<file path="config.mk">
export PLATFORM = sky130hd
export DESIGN_NAME = doubly_linked_list_manager
export DESIGN_NICKNAME = d
export VERILOG_FILES = /design/src/hw/rtl/dllm_pkg.sv /design/src/hw/rtl/doubly_linked_list_manager.sv /design/src/hw/rtl/dllm_ctrl.sv /design/src/hw/rtl/dllm_datapath.sv
export SDC_FILE = /design/constraint.sdc
export NUM_CORES = 2
export LEC_CHECK = 0
export BUFFER_PORTS_ARGS = -buffer_cell sky130_fd_sc_hd__clkbuf_2
export CAP_MARGIN = 20
export CELL_PAD_IN_SITES_DETAIL_PLACEMENT = 0
export CELL_PAD_IN_SITES_GLOBAL_PLACEMENT = 2
export CORE_ASPECT_RATIO = 1.1
export CORE_UTILIZATION = 50
export DETAILED_ROUTE_END_ITERATION = 12
export PLACE_DENSITY = 0.89
export RECOVER_POWER = 100
export SLEW_MARGIN = 0
export SYNTH_ARGS = -nofsm -noshare
export SYNTH_HDL_FRONTEND = slang
export SYNTH_SLANG_ARGS = --single-unit
</file>
<file path="constraint.sdc">
create_clock -name clk -period 14.55 [get_ports clk]
set_clock_uncertainty 0.15 [all_clocks]
set_input_delay 0 -clock clk [delete_from_list [all_inputs] [get_ports clk]]
set_output_delay 0 -clock clk [all_outputs]
set_load 0.005 [all_outputs]
</file>
<file path="src/hw/rtl/dllm_pkg.sv">
// Shared types and codes for the doubly linked list manager.
`default_nettype none
package dllm_pkg;

  localparam logic [2:0] OP_INS_FRONT = 3'd0;
  localparam logic [2:0] OP_INS_BACK  = 3'd1;
  localparam logic [2:0] OP_RM_KEY    = 3'd2;
  localparam logic [2:0] OP_RM_FRONT  = 3'd3;
  localparam logic [2:0] OP_RM_BACK   = 3'd4;

  localparam logic [1:0] ST_OK   = 2'd0;
  localparam logic [1:0] ST_MISS = 2'd1;
  localparam logic [1:0] ST_FULL = 2'd2;

  localparam int IN_TDATA_W  = 40;
  localparam int OUT_TDATA_W = 80;
  localparam int COUNT_OUT_W = 7;

  typedef enum logic [3:0] {
    S_IDLE,
    S_DISPATCH,
    S_SCAN,
    S_INS_WRITE,
    S_INS_LINK,
    S_WALK,
    S_UNL_READ,
    S_UNL_APPLY,
    S_HT_HEAD,
    S_HT_TAIL,
    S_HT_CAP,
    S_DONE
  } state_t;

  typedef struct packed {
    logic       load_item;
    logic       set_status;
    logic [1:0] status;
    logic       scan_init;
    logic       scan_step;
    logic       scan_take;
    logic       ins_write;
    logic       ins_link;
    logic       walk_start;
    logic       walk_step;
    logic       sel_head;
    logic       sel_tail;
    logic       unl_read;
    logic       unl_apply;
    logic       rd_head;
    logic       cap_head;
    logic       rd_tail;
    logic       cap_tail;
    logic       clear_ht;
    logic       load_out;
  } dp_cmd_t;

  typedef struct packed {
    logic [2:0] opcode;
    logic       empty;
    logic       full;
    logic       used_bit;
    logic       match;
    logic       walk_last;
    logic       out_free;
  } dp_stat_t;

endpackage
`default_nettype wire

</file>
<file path="src/hw/rtl/doubly_linked_list_manager.sv">
// Top level: bounded doubly linked list of signed 32-bit values.
// Each item passes dispatch, then its operation (free-slot scan and link for an insert, a walk
// from head for remove by key, an unlink for remove front/back), then head/tail capture and the
// result load; a refused insert, a remove on an empty list or a no-op skips the operation.
// One item at a time, next accepted in the cycle after the result loads; sync reset empties.
`default_nettype none
module doubly_linked_list_manager #(
  parameter int CAPACITY = 64
) (
  input  wire                                  clk,
  input  wire                                  rst,
  input  wire                                  s_axis_tvalid,
  output logic                                 s_axis_tready,
  // [2:0] opcode, [34:3] value, [39:35] zero
  input  wire  [dllm_pkg::IN_TDATA_W-1:0]      s_axis_tdata,
  output logic                                 m_axis_tvalid,
  input  wire                                  m_axis_tready,
  // [1:0] status, [8:2] entry_count, [40:9] head_value, [72:41] tail_value, [79:73] zero
  output logic [dllm_pkg::OUT_TDATA_W-1:0]     m_axis_tdata
);

  dllm_pkg::dp_cmd_t  cmd;
  dllm_pkg::dp_stat_t stat;

  logic [1:0]                        status;
  logic [dllm_pkg::COUNT_OUT_W-1:0]  entry_count;
  logic signed [31:0]                head_value;
  logic signed [31:0]                tail_value;

  dllm_ctrl u_ctrl (
    .clk      (clk),
    .rst      (rst),
    .in_valid (s_axis_tvalid),
    .in_ready (s_axis_tready),
    .stat     (stat),
    .cmd      (cmd)
  );

  dllm_datapath #(
    .CAPACITY (CAPACITY)
  ) u_datapath (
    .clk        (clk),
    .rst        (rst),
    .cmd        (cmd),
    .stat       (stat),
    .in_opcode  (s_axis_tdata[2:0]),
    .in_value   (s_axis_tdata[34:3]),
    .out_valid  (m_axis_tvalid),
    .out_ready  (m_axis_tready),
    .out_status (status),
    .out_count  (entry_count),
    .out_head   (head_value),
    .out_tail   (tail_value)
  );

  assign m_axis_tdata = {7'd0, tail_value, head_value, entry_count, status};

endmodule
`default_nettype wire

</file>
<file path="src/hw/rtl/dllm_ctrl.sv">
// Controller state machine: sequences one list operation per transaction.
`default_nettype none
module dllm_ctrl (
  input  wire                clk,
  input  wire                rst,
  input  wire                in_valid,
  output logic               in_ready,
  input  dllm_pkg::dp_stat_t stat,
  output dllm_pkg::dp_cmd_t  cmd
);

  dllm_pkg::state_t state, state_next;

  always_ff @(posedge clk) begin
    if (rst) begin
      state <= dllm_pkg::S_IDLE;
    end else begin
      state <= state_next;
    end
  end

  always_comb begin
    state_next = state;
    unique case (state)
      dllm_pkg::S_IDLE: begin
        if (in_valid) state_next = dllm_pkg::S_DISPATCH;
      end
      dllm_pkg::S_DISPATCH: begin
        unique case (stat.opcode)
          dllm_pkg::OP_INS_FRONT, dllm_pkg::OP_INS_BACK: begin
            state_next = stat.full ? dllm_pkg::S_HT_HEAD : dllm_pkg::S_SCAN;
          end
          dllm_pkg::OP_RM_KEY: begin
            state_next = stat.empty ? dllm_pkg::S_HT_HEAD : dllm_pkg::S_WALK;
          end
          dllm_pkg::OP_RM_FRONT, dllm_pkg::OP_RM_BACK: begin
            state_next = stat.empty ? dllm_pkg::S_HT_HEAD : dllm_pkg::S_UNL_READ;
          end
          default: state_next = dllm_pkg::S_HT_HEAD;
        endcase
      end
      dllm_pkg::S_SCAN: begin
        if (!stat.used_bit) state_next = dllm_pkg::S_INS_WRITE;
      end
      dllm_pkg::S_INS_WRITE: state_next = dllm_pkg::S_INS_LINK;
      dllm_pkg::S_INS_LINK:  state_next = dllm_pkg::S_HT_HEAD;
      dllm_pkg::S_WALK: begin
        priority if (stat.match) state_next = dllm_pkg::S_UNL_READ;
        else if (stat.walk_last) state_next = dllm_pkg::S_HT_HEAD;
      end
      dllm_pkg::S_UNL_READ:  state_next = dllm_pkg::S_UNL_APPLY;
      dllm_pkg::S_UNL_APPLY: state_next = dllm_pkg::S_HT_HEAD;
      dllm_pkg::S_HT_HEAD: begin
        state_next = stat.empty ? dllm_pkg::S_DONE : dllm_pkg::S_HT_TAIL;
      end
      dllm_pkg::S_HT_TAIL: state_next = dllm_pkg::S_HT_CAP;
      dllm_pkg::S_HT_CAP:  state_next = dllm_pkg::S_DONE;
      dllm_pkg::S_DONE: begin
        if (stat.out_free) state_next = dllm_pkg::S_IDLE;
      end
      default: state_next = dllm_pkg::S_IDLE;
    endcase
  end

  always_comb begin
    cmd      = '0;
    in_ready = 1'b0;
    unique case (state)
      dllm_pkg::S_IDLE: begin
        in_ready      = 1'b1;
        cmd.load_item = in_valid;
      end
      dllm_pkg::S_DISPATCH: begin
        unique case (stat.opcode)
          dllm_pkg::OP_INS_FRONT, dllm_pkg::OP_INS_BACK: begin
            if (stat.full) begin
              cmd.set_status = 1'b1;
              cmd.status     = dllm_pkg::ST_FULL;
            end else begin
              cmd.scan_init = 1'b1;
            end
          end
          dllm_pkg::OP_RM_KEY: begin
            if (stat.empty) begin
              cmd.set_status = 1'b1;
              cmd.status     = dllm_pkg::ST_MISS;
            end else begin
              cmd.walk_start = 1'b1;
            end
          end
          dllm_pkg::OP_RM_FRONT: begin
            if (stat.empty) begin
              cmd.set_status = 1'b1;
              cmd.status     = dllm_pkg::ST_MISS;
            end else begin
              cmd.sel_head = 1'b1;
            end
          end
          dllm_pkg::OP_RM_BACK: begin
            if (stat.empty) begin
              cmd.set_status = 1'b1;
              cmd.status     = dllm_pkg::ST_MISS;
            end else begin
              cmd.sel_tail = 1'b1;
            end
          end
          default: ;
        endcase
      end
      dllm_pkg::S_SCAN: begin
        if (stat.used_bit) cmd.scan_step = 1'b1;
        else cmd.scan_take = 1'b1;
      end
      dllm_pkg::S_INS_WRITE: cmd.ins_write = 1'b1;
      dllm_pkg::S_INS_LINK:  cmd.ins_link  = 1'b1;
      dllm_pkg::S_WALK: begin
        priority if (stat.match) begin
        end else if (stat.walk_last) begin
          cmd.set_status = 1'b1;
          cmd.status     = dllm_pkg::ST_MISS;
        end else begin
          cmd.walk_step = 1'b1;
        end
      end
      dllm_pkg::S_UNL_READ:  cmd.unl_read  = 1'b1;
      dllm_pkg::S_UNL_APPLY: cmd.unl_apply = 1'b1;
      dllm_pkg::S_HT_HEAD: begin
        if (stat.empty) cmd.clear_ht = 1'b1;
        else cmd.rd_head = 1'b1;
      end
      dllm_pkg::S_HT_TAIL: begin
        cmd.cap_head = 1'b1;
        cmd.rd_tail  = 1'b1;
      end
      dllm_pkg::S_HT_CAP: cmd.cap_tail = 1'b1;
      dllm_pkg::S_DONE:   cmd.load_out = stat.out_free;
      default: ;
    endcase
  end

endmodule
`default_nettype wire

</file>
<file path="src/hw/rtl/dllm_datapath.sv">
// Datapath: slot memories, head/tail/count registers, used map and result register.
`default_nettype none
module dllm_datapath #(
  parameter int CAPACITY = 64
) (
  input  wire                          clk,
  input  wire                          rst,
  input  dllm_pkg::dp_cmd_t            cmd,
  output dllm_pkg::dp_stat_t           stat,
  input  wire  [2:0]                   in_opcode,
  input  wire  signed [31:0]           in_value,
  output logic                         out_valid,
  input  wire                          out_ready,
  output logic [1:0]                   out_status,
  output logic [dllm_pkg::COUNT_OUT_W-1:0] out_count,
  output logic signed [31:0]           out_head,
  output logic signed [31:0]           out_tail
);

  localparam int SW = $clog2(CAPACITY);
  localparam int CW = $clog2(CAPACITY + 1);

  logic [31:0]         data_mem [CAPACITY];
  logic [SW-1:0]       next_mem [CAPACITY];
  logic [SW-1:0]       prev_mem [CAPACITY];
  logic [31:0]         data_q;
  logic [SW-1:0]       next_q;
  logic [SW-1:0]       prev_q;

  logic [2:0]          op;
  logic [31:0]         key;
  logic [1:0]          status;
  logic [SW-1:0]       head;
  logic [SW-1:0]       tail;
  logic [CW-1:0]       count;
  logic [CAPACITY-1:0] used_map;
  logic [SW-1:0]       cur;
  logic [SW-1:0]       idx;
  logic [CW-1:0]       walk_k;
  logic [31:0]         head_val;
  logic [31:0]         tail_val;

  logic                is_front;
  logic                count_one;
  logic                unl_middle;

  logic                data_we, data_re;
  logic [SW-1:0]       data_ra;
  logic                next_we, next_re;
  logic [SW-1:0]       next_wa, next_wd, next_ra;
  logic                prev_we, prev_re;
  logic [SW-1:0]       prev_wa, prev_wd, prev_ra;

  assign is_front   = (op == dllm_pkg::OP_INS_FRONT);
  assign count_one  = (count == CW'(1));
  assign unl_middle = !count_one && (cur != head) && (cur != tail);

  assign stat.opcode    = op;
  assign stat.empty     = (count == '0);
  assign stat.full      = (count == CW'(CAPACITY));
  assign stat.used_bit  = used_map[idx];
  assign stat.match     = (data_q == key);
  assign stat.walk_last = ((walk_k + CW'(1)) == count);
  assign stat.out_free  = !out_valid || out_ready;

  // Memory port control
  always_comb begin
    data_we = cmd.ins_write;
    data_re = cmd.walk_start || cmd.walk_step || cmd.rd_head || cmd.rd_tail;
    data_ra = head;
    if (cmd.walk_step) data_ra = next_q;
    else if (cmd.rd_tail) data_ra = tail;

    next_re = cmd.walk_start || cmd.walk_step || cmd.unl_read;
    next_ra = head;
    if (cmd.walk_step) next_ra = next_q;
    else if (cmd.unl_read) next_ra = cur;

    prev_re = cmd.unl_read;
    prev_ra = cur;

    next_we = 1'b0;
    next_wa = cur;
    next_wd = cur;
    prev_we = 1'b0;
    prev_wa = cur;
    prev_wd = cur;
    if (cmd.ins_write) begin
      next_we = 1'b1;
      prev_we = 1'b1;
      // new entry points at itself at the open end
      if (count != '0 && is_front) next_wd = head;
      if (count != '0 && !is_front) prev_wd = tail;
    end else if (cmd.ins_link) begin
      if (count != '0) begin
        if (is_front) begin
          prev_we = 1'b1;
          prev_wa = head;
        end else begin
          next_we = 1'b1;
          next_wa = tail;
        end
      end
    end else if (cmd.unl_apply && unl_middle) begin
      next_we = 1'b1;
      next_wa = prev_q;
      next_wd = next_q;
      prev_we = 1'b1;
      prev_wa = next_q;
      prev_wd = prev_q;
    end
  end

  always_ff @(posedge clk) begin
    if (data_we) data_mem[cur] <= key;
    if (data_re) data_q <= data_mem[data_ra];
  end

  always_ff @(posedge clk) begin
    if (next_we) next_mem[next_wa] <= next_wd;
    if (next_re) next_q <= next_mem[next_ra];
  end

  always_ff @(posedge clk) begin
    if (prev_we) prev_mem[prev_wa] <= prev_wd;
    if (prev_re) prev_q <= prev_mem[prev_ra];
  end

  // List control registers
  always_ff @(posedge clk) begin
    if (rst) begin
      head     <= '0;
      tail     <= '0;
      count    <= '0;
      used_map <= '0;
    end else if (cmd.ins_link) begin
      used_map[cur] <= 1'b1;
      count         <= count + CW'(1);
      if (count == '0) begin
        head <= cur;
        tail <= cur;
      end else if (is_front) begin
        head <= cur;
      end else begin
        tail <= cur;
      end
    end else if (cmd.unl_apply) begin
      used_map[cur] <= 1'b0;
      count         <= count - CW'(1);
      priority if (count_one) begin
        head <= '0;
        tail <= '0;
      end else if (cur == head) begin
        head <= next_q;
      end else if (cur == tail) begin
        tail <= prev_q;
      end
    end
  end

  // Per-transaction working registers
  always_ff @(posedge clk) begin
    if (cmd.load_item) begin
      op     <= in_opcode;
      key    <= in_value;
      status <= dllm_pkg::ST_OK;
    end
    if (cmd.set_status) status <= cmd.status;
    if (cmd.scan_init) idx <= '0;
    if (cmd.scan_step) idx <= idx + SW'(1);
    if (cmd.scan_take) cur <= idx;
    if (cmd.sel_head) cur <= head;
    if (cmd.sel_tail) cur <= tail;
    if (cmd.walk_start) begin
      cur    <= head;
      walk_k <= '0;
    end
    if (cmd.walk_step) begin
      cur    <= next_q;
      walk_k <= walk_k + CW'(1);
    end
    if (cmd.clear_ht) begin
      head_val <= '0;
      tail_val <= '0;
    end
    if (cmd.cap_head) head_val <= data_q;
    if (cmd.cap_tail) tail_val <= data_q;
  end

  // Result register
  always_ff @(posedge clk) begin
    if (rst) begin
      out_valid <= 1'b0;
    end else if (cmd.load_out) begin
      out_valid <= 1'b1;
    end else if (out_ready) begin
      out_valid <= 1'b0;
    end
  end

  always_ff @(posedge clk) begin
    if (cmd.load_out) begin
      out_status <= status;
      out_count  <= dllm_pkg::COUNT_OUT_W'(count);
      out_head   <= head_val;
      out_tail   <= tail_val;
    end
  end

endmodule
`default_nettype wire
</file>
=== Word level (Yosys, flattened, before mapping) ===
Memory sizes are Yosys's and may differ from the RTL's. A register that Yosys moved wholly into a read port is not among the register bits.
Cells that the tools add are included.

* RAM bits: 2816
* Output and inout port bits: 82
* Register bits: 281
* Memories kept: 3
* Word-level logic and storage cells: 212
* Bits of input ports: 44

{| class="wikitable"
|+ Memories
! name !! depth !! width !! read ports !! clocked after memory_dff !! wr ports !! RTL line !! RTL
|-
| u_datapath.data_mem || 64 || 32 || 1 || 1 || 1 || dllm_datapath.sv:23 || <nowiki>logic [31:0] data_mem [CAPACITY];</nowiki>
|-
| u_datapath.next_mem || 64 || 6 || 1 || 1 || 1 || dllm_datapath.sv:24 || <nowiki>logic [SW-1:0] next_mem [CAPACITY];</nowiki>
|-
| u_datapath.prev_mem || 64 || 6 || 1 || 1 || 1 || dllm_datapath.sv:25 || <nowiki>logic [SW-1:0] prev_mem [CAPACITY];</nowiki>
|}

* $add $sub $neg: 4
* Muxes and demuxes: 116
* Bitwise gates (word level): 3
* Magnitude comparators: 3
* Reductions and logical operators: 35
* Eq/ne operators: 30

{| class="wikitable"
|+ Operators by type and width
! kind !! number
|-
| two-way mux 6 bit || 40
|-
| two-way mux 64 bit || 2
|-
| two-way mux 32 bit || 3
|-
| bitwise AND 64 bit || 1
|-
| inverter 64 bit || 1
|-
| OR 64 bit || 1
|-
| one-hot mux 4 bit (11 select lines) || 1
|-
| two-way mux 1 bit || 43
|-
| equality test 32 bit || 1
|-
| two-way mux 4 bit || 8
|-
| two-way mux 7 bit || 4
|-
| equality test 4 x 3 -> 1 bit (second input constant) || 4
|-
| equality test 4 bit (second input constant) || 4
|-
| adder 7 x 1 -> 7 bit (second input constant) || 2
|-
| less-than comparator 6 x 7 -> 1 bit (second input constant) || 2
|-
| nonzero test 2 bit || 7
|-
| equality test 6 bit || 2
|-
| two-way mux 2 bit || 6
|-
| two-way mux 3 bit || 4
|-
| != test 6 bit || 2
|-
| one-hot mux 3 bit (2 select lines) || 2
|-
| one-hot mux 4 bit (3 select lines) || 1
|-
| equality test 4 x 2 -> 1 bit (second input constant) || 2
|-
| AND reduction 4 bit || 2
|-
| other kinds (29) || 46
|}

=== Depth between registers and ports, before layout ===
* Word-level depth: 10
* Gate-level depth with buffers: 16
* Gate-level depth less buffers: 11

=== Cells and area by module ===
From an unflattened synthesis, not the netlist that was laid out.

* Cell total of the unflattened synthesis: 7999
* Area, all modules: 123572.3 µm²

{| class="wikitable"
|+ Modules (own cells, without submodules)
! module !! cells an instance !! times used !! sequential area each (µm²) !! area an instance (µm²)
|-
| dllm_datapath || 7892 || 1 || 93359.5 || 122850.3
|-
| dllm_ctrl || 99 || 1 || 80.1 || 665.6
|-
| doubly_linked_list_manager || 8 || 1 || 0.0 || 56.3
|}

=== Worst setup path before layout ===
No wires, ideal clock.

* Kind: reg2reg
* Start point: register u_ctrl.state[1]
* End point: register u_datapath.out_count[0] (netlist bit) (enable)
* Library setup time: 0.513 ns
* Setup slack: 9.857 ns
* Clock period less this slack: 4.693 ns
* Buffers on the path: 1
* Cell stages (with the launch flop): 4
* Data required time: 13.887 ns
* Arrival: 4.030 ns
* Cells stage by stage: dfxtp_1 -> clkbuf_1 -> nand4b_1 -> nor2b_1

{| class="wikitable"
|+ RTL lines
! element !! RTL line !! RTL
|-
| start: declaration || dllm_ctrl.sv:12 || <nowiki>dllm_pkg::state_t state, state_next;</nowiki>
|-
| start signal: assignment || dllm_ctrl.sv:16 || <nowiki>state <= dllm_pkg::S_IDLE;</nowiki>
|-
| start signal: assignment || dllm_ctrl.sv:18 || <nowiki>state <= state_next;</nowiki>
|-
| end signal: assignment || dllm_datapath.sv:204 || <nowiki>out_count <= dllm_pkg::COUNT_OUT_W'(count);</nowiki>
|-
| end: declaration || dllm_datapath.sv:15 || <nowiki>output logic [dllm_pkg::COUNT_OUT_W-1:0] out_count,</nowiki>
|}

=== Worst setup path in the final report ===
* Start point: register u_ctrl.state[3]
* End point: memory u_datapath.data_mem[22][28] (enable)

* Word-level cells in the longest chain between the ends: 4

{| class="wikitable"
|+ Ends and longest elaborated chain
! element !! RTL line !! RTL
|-
| equality test 4 x 2 -> 1 bit || dllm_ctrl.sv:68 || <nowiki>unique case (state)</nowiki>
|-
| two-way mux 1 bit || dllm_ctrl.sv:68 ||
|-
| two-way mux 1 bit || dllm_datapath.sv:115 || <nowiki>if (data_we) data_mem[cur] <= key;</nowiki>
|-
| two-way mux 1 bit (implied by the code) || dllm_datapath.sv:115 ||
|-
| end: declaration || dllm_datapath.sv:23 ||
|}

No other way between the ends.

==> results.yml <==
floorplan:
  design.die.area_um2: 253000
  die-height_um: 528
  ioPinCount: 126
  core.rowCount: 192
  initial_core_util: 0.504
  core_area_um2: 249000
  die_w_um: 480
synthesis:
  yosys-mux-area-fraction: 0.0184
  syn_avg_cell_area_um2: 14.7
  synth.lib_cells_used.distinct: 84
  synth_async_sr_flop_share: 0
  ys_seq_area_frac: 0.744
  ys_dominant_reg_cell: "edfxtp_1"
  yosys_warnings: 0
  synth_compound_area_frac: 0.106
  synth_simple_gate_area_share: 0.102
  synth_edf_count: 3053
  synth_top_area_frac: 0.730
  post_synth_inst_count: 8545
  combinational_family_with_the_most_area_after_synthesis: "compound AO/OA/AOI/OAI gates"
  yosys.cell_count.top_type: "edfxtp_1"
  ys_top_cells_by_count: "edfxtp_1 (3053), nand2_1 (1147), clkbuf_1 (498)"
  synthAdderAreaFrac: 0.000498
  ys_top_cells_by_area: "edfxtp_1 (73%), nand2_1 (3.4%), a211oi_1 (2.8%), a311oi_1 (1.9%), a22oi_1 (1.6%)"
  post_synth_xor_area_fraction: 0.00508
  synth.cell_area_um2: 126000
  synth.ff_latch_count: 3141
  synth_top_area_cell: "edfxtp_1"
setup_path:
  worst_setup_path_end_kind: "flop"
  critPathSlowestCell: "clkbuf_1"
  arr_time_crit_path_ns: 11.13
  critical-path-top-delay-family: "buffers and inverters"
  path_common_cell: "clkbuf_1"
  slowest_delay_ns: 3.41
  setup.worst_path.class: "reg -> reg"
  critical_path.startpoint_type: "flop"
  required_ns: 14.42
  path_cells: "clkbuf_1, nor2b_1, nand3b_1, clkbuf_1, clkbuf_1, nor2_4, clkbuf_1"
  cp_num_buf_inv: 4
  critPathMaxFanout: 41
pwr:
  vdd_drop_max_uv: 161
  total_switching_power_mw: 8.05
  p_seq_frac: 0.449
  power.internal_mw: 16.7
  power.density_nw_per_um2: 177
  power.leakage_nw: 44.7
  power_switching_share: 0.326
  combPwrFrac: 0.237
  power.clock.fraction: 0.314
route:
  antenna_left: 0
  drt_first_pass_iters: 7
  routed-via-count: 79800
  initialDrtViolationCount: 11000
  number_of_vias_per_cell_after_detailed_routing: 6.57
  avgRoutedWirePerCell_um: 31.0
  drt_drc: 0
  finalWirelength_mm: 377
timing:
  tightestPinTransition_ns: 4.63
  period_minus_slack_ns: 11.26
  timing.final.setup_violations: 0
  tns_ns: 0
  timing.fmax_mhz: 88.8
  rsz0062_at_grt: "false"
  final.period_utilization: 0.774
  max-slew-margin-rel: -2.08
  final-hold-violation-count: 0
  timing_max_transition_violations_final: 5225
global_route:
  grt_pass1_vias: 76400
  gr-usage-all-layers: 0.291
  grt_antenna_before_repair: 22
  maximum_number_of_pins_on_one_net_before_global_route_repair: 160
  first_pass_grt_wire_length_mm: 535
  globalRouteOverflowTotal: 0
finish:
  fillCellCount: 19400
  multi_input_area_um2: 30000
  layout-drive-gt1-share: 0.0899
  num-nets-final: 8661
  areaGrowthSynthToFinish_pct: 11.5
  postLayoutCellArea_um2: 140000
  sequential_cell_area_um2: 93400
cts:
  clk-insertion-delay-late_ns: 0.90
  cts-root-to-sink-buffers: 4
  numClockSinks: 3141
  clk_transition_reported_paths_ns: 0.06
  cts_buffers: 316
  htree_depth: 5
  cts_tree: "done"
  cts_root_buf: "clkbuf_16"
  postCtsSetupRepairBufs: 0
job:
  max_cap_viol_count: 118
placement:
  buffer_ports.inserted: 113
  gp_congestion: 0.837
  dp.final_hpwl_mm: 197
  placed_cell_area_um2: 130000
worst_hold_path:
  hold_wc_path_type: "in -> reg"
status:
  violations: "capacitance limit, slew limit"
  run_status: "finished with violations"
==> cells in the final DEF, fill, tap and decap left out, drive strengths merged, types with 160 or more instances in the layout <==
cell type	netlist	final
and3	235	235
o21ai	160	160
nand2	1150	1150
nand3	231	231
a211oi	486	486
a21oi	262	262
nor3b	266	266
edfxtp	3053	3053
a22oi	266	266
a311oi	269	269
nor2	322	322
clkbuf	498	615
==> power by group through the flow <==
stage                     registers (mW)  logic, mW  clock network, mW
after floorplan                     11.2       3.40                  0
after global placement              11.2       5.62                  0
after detailed placement            11.2       5.74                  0
after CTS                           11.0       5.78               7.81
after global routing                11.1       6.18               8.15
final                               11.1       5.86               7.76
==> layout make-up <==
class                           instances  area share
Sequential cell                      3141       0.667
Multi-Input combinational cell       4706       0.214
Clock buffer                          389      0.0597
Tap cell                             3298      0.0295
Timing Repair Buffer                  437      0.0198
Clock inverter                        152     0.00898
Inverter                               10    0.000268
Antenna cell                           13    0.000232
==> tightest hold or removal path: cells and delay by family <==
kind,cells,cell delay [ns]
buffers and inverters,3,1.14
==> kinds of logic after synthesis <==
kind of cell    after synthesis
flops                      3141
mux                         200
other cells                   1
simple gates               2605
compound gates             1821
buf+inv                     704
fa+ha+maj                     5
xor+xnor                     68
==> sequential cells by signal, indices dropped and copies added (netlist names), 32 cells and up, named ones only <==
register             cells
u_datapath.head_val     32
u_datapath.data_mem   2048
u_datapath.tail_val     32
u_datapath.out_head     32
u_datapath.next_mem    384
u_datapath.data_q       32
u_datapath.out_tail     32
u_datapath.prev_mem    384
u_datapath.key          32
==> metrics by stage <==
stage               instances  hold slack [ns]  power (mW)   util  setup slack (ns)
global placement        11500           0.0308        16.8  0.522              6.61
detailed placement      11500           0.0300        16.9  0.522              6.57
finish                  12100            0.212        24.7  0.562              3.29
CTS                     12100            0.159        24.6  0.564              6.63
global route            12100            0.222        25.4  0.562              3.20
floorplan                8551          -0.0511        14.6      -              9.86
==> path summary, 6_finish.rpt <==
kind	from	endpoint	slack [ns]	cells after the start
worst max-delay path	u_ctrl.state[3]	u_datapath.data_mem[22][28]	3.29	7
worst min-delay path	s_axis_tdata[17]	u_datapath.key[14]	0.21	3
worst max register to register	u_ctrl.state[3]	u_datapath.data_mem[22][28]	3.29	7
worst min register to register	u_datapath.tail_val[23]	u_datapath.out_tail[23]	0.26	0
==> layer usage <==
layer	track usage	vias up	wire, um
met5	0	-	83
li1	-	33700	-
met4	0.124	12	17600
met1	0.392	40600	141000
met2	0.463	4691	177000
met3	0.0554	840	41300
==> repair_timing <==
item | in CTS | in global routing
resized for setup | 0 | 0
endpoints found under the hold margin | 169 | 0
hold buffers | 77 | 0
Note: power is estimated with default switching activity, not from simulation.
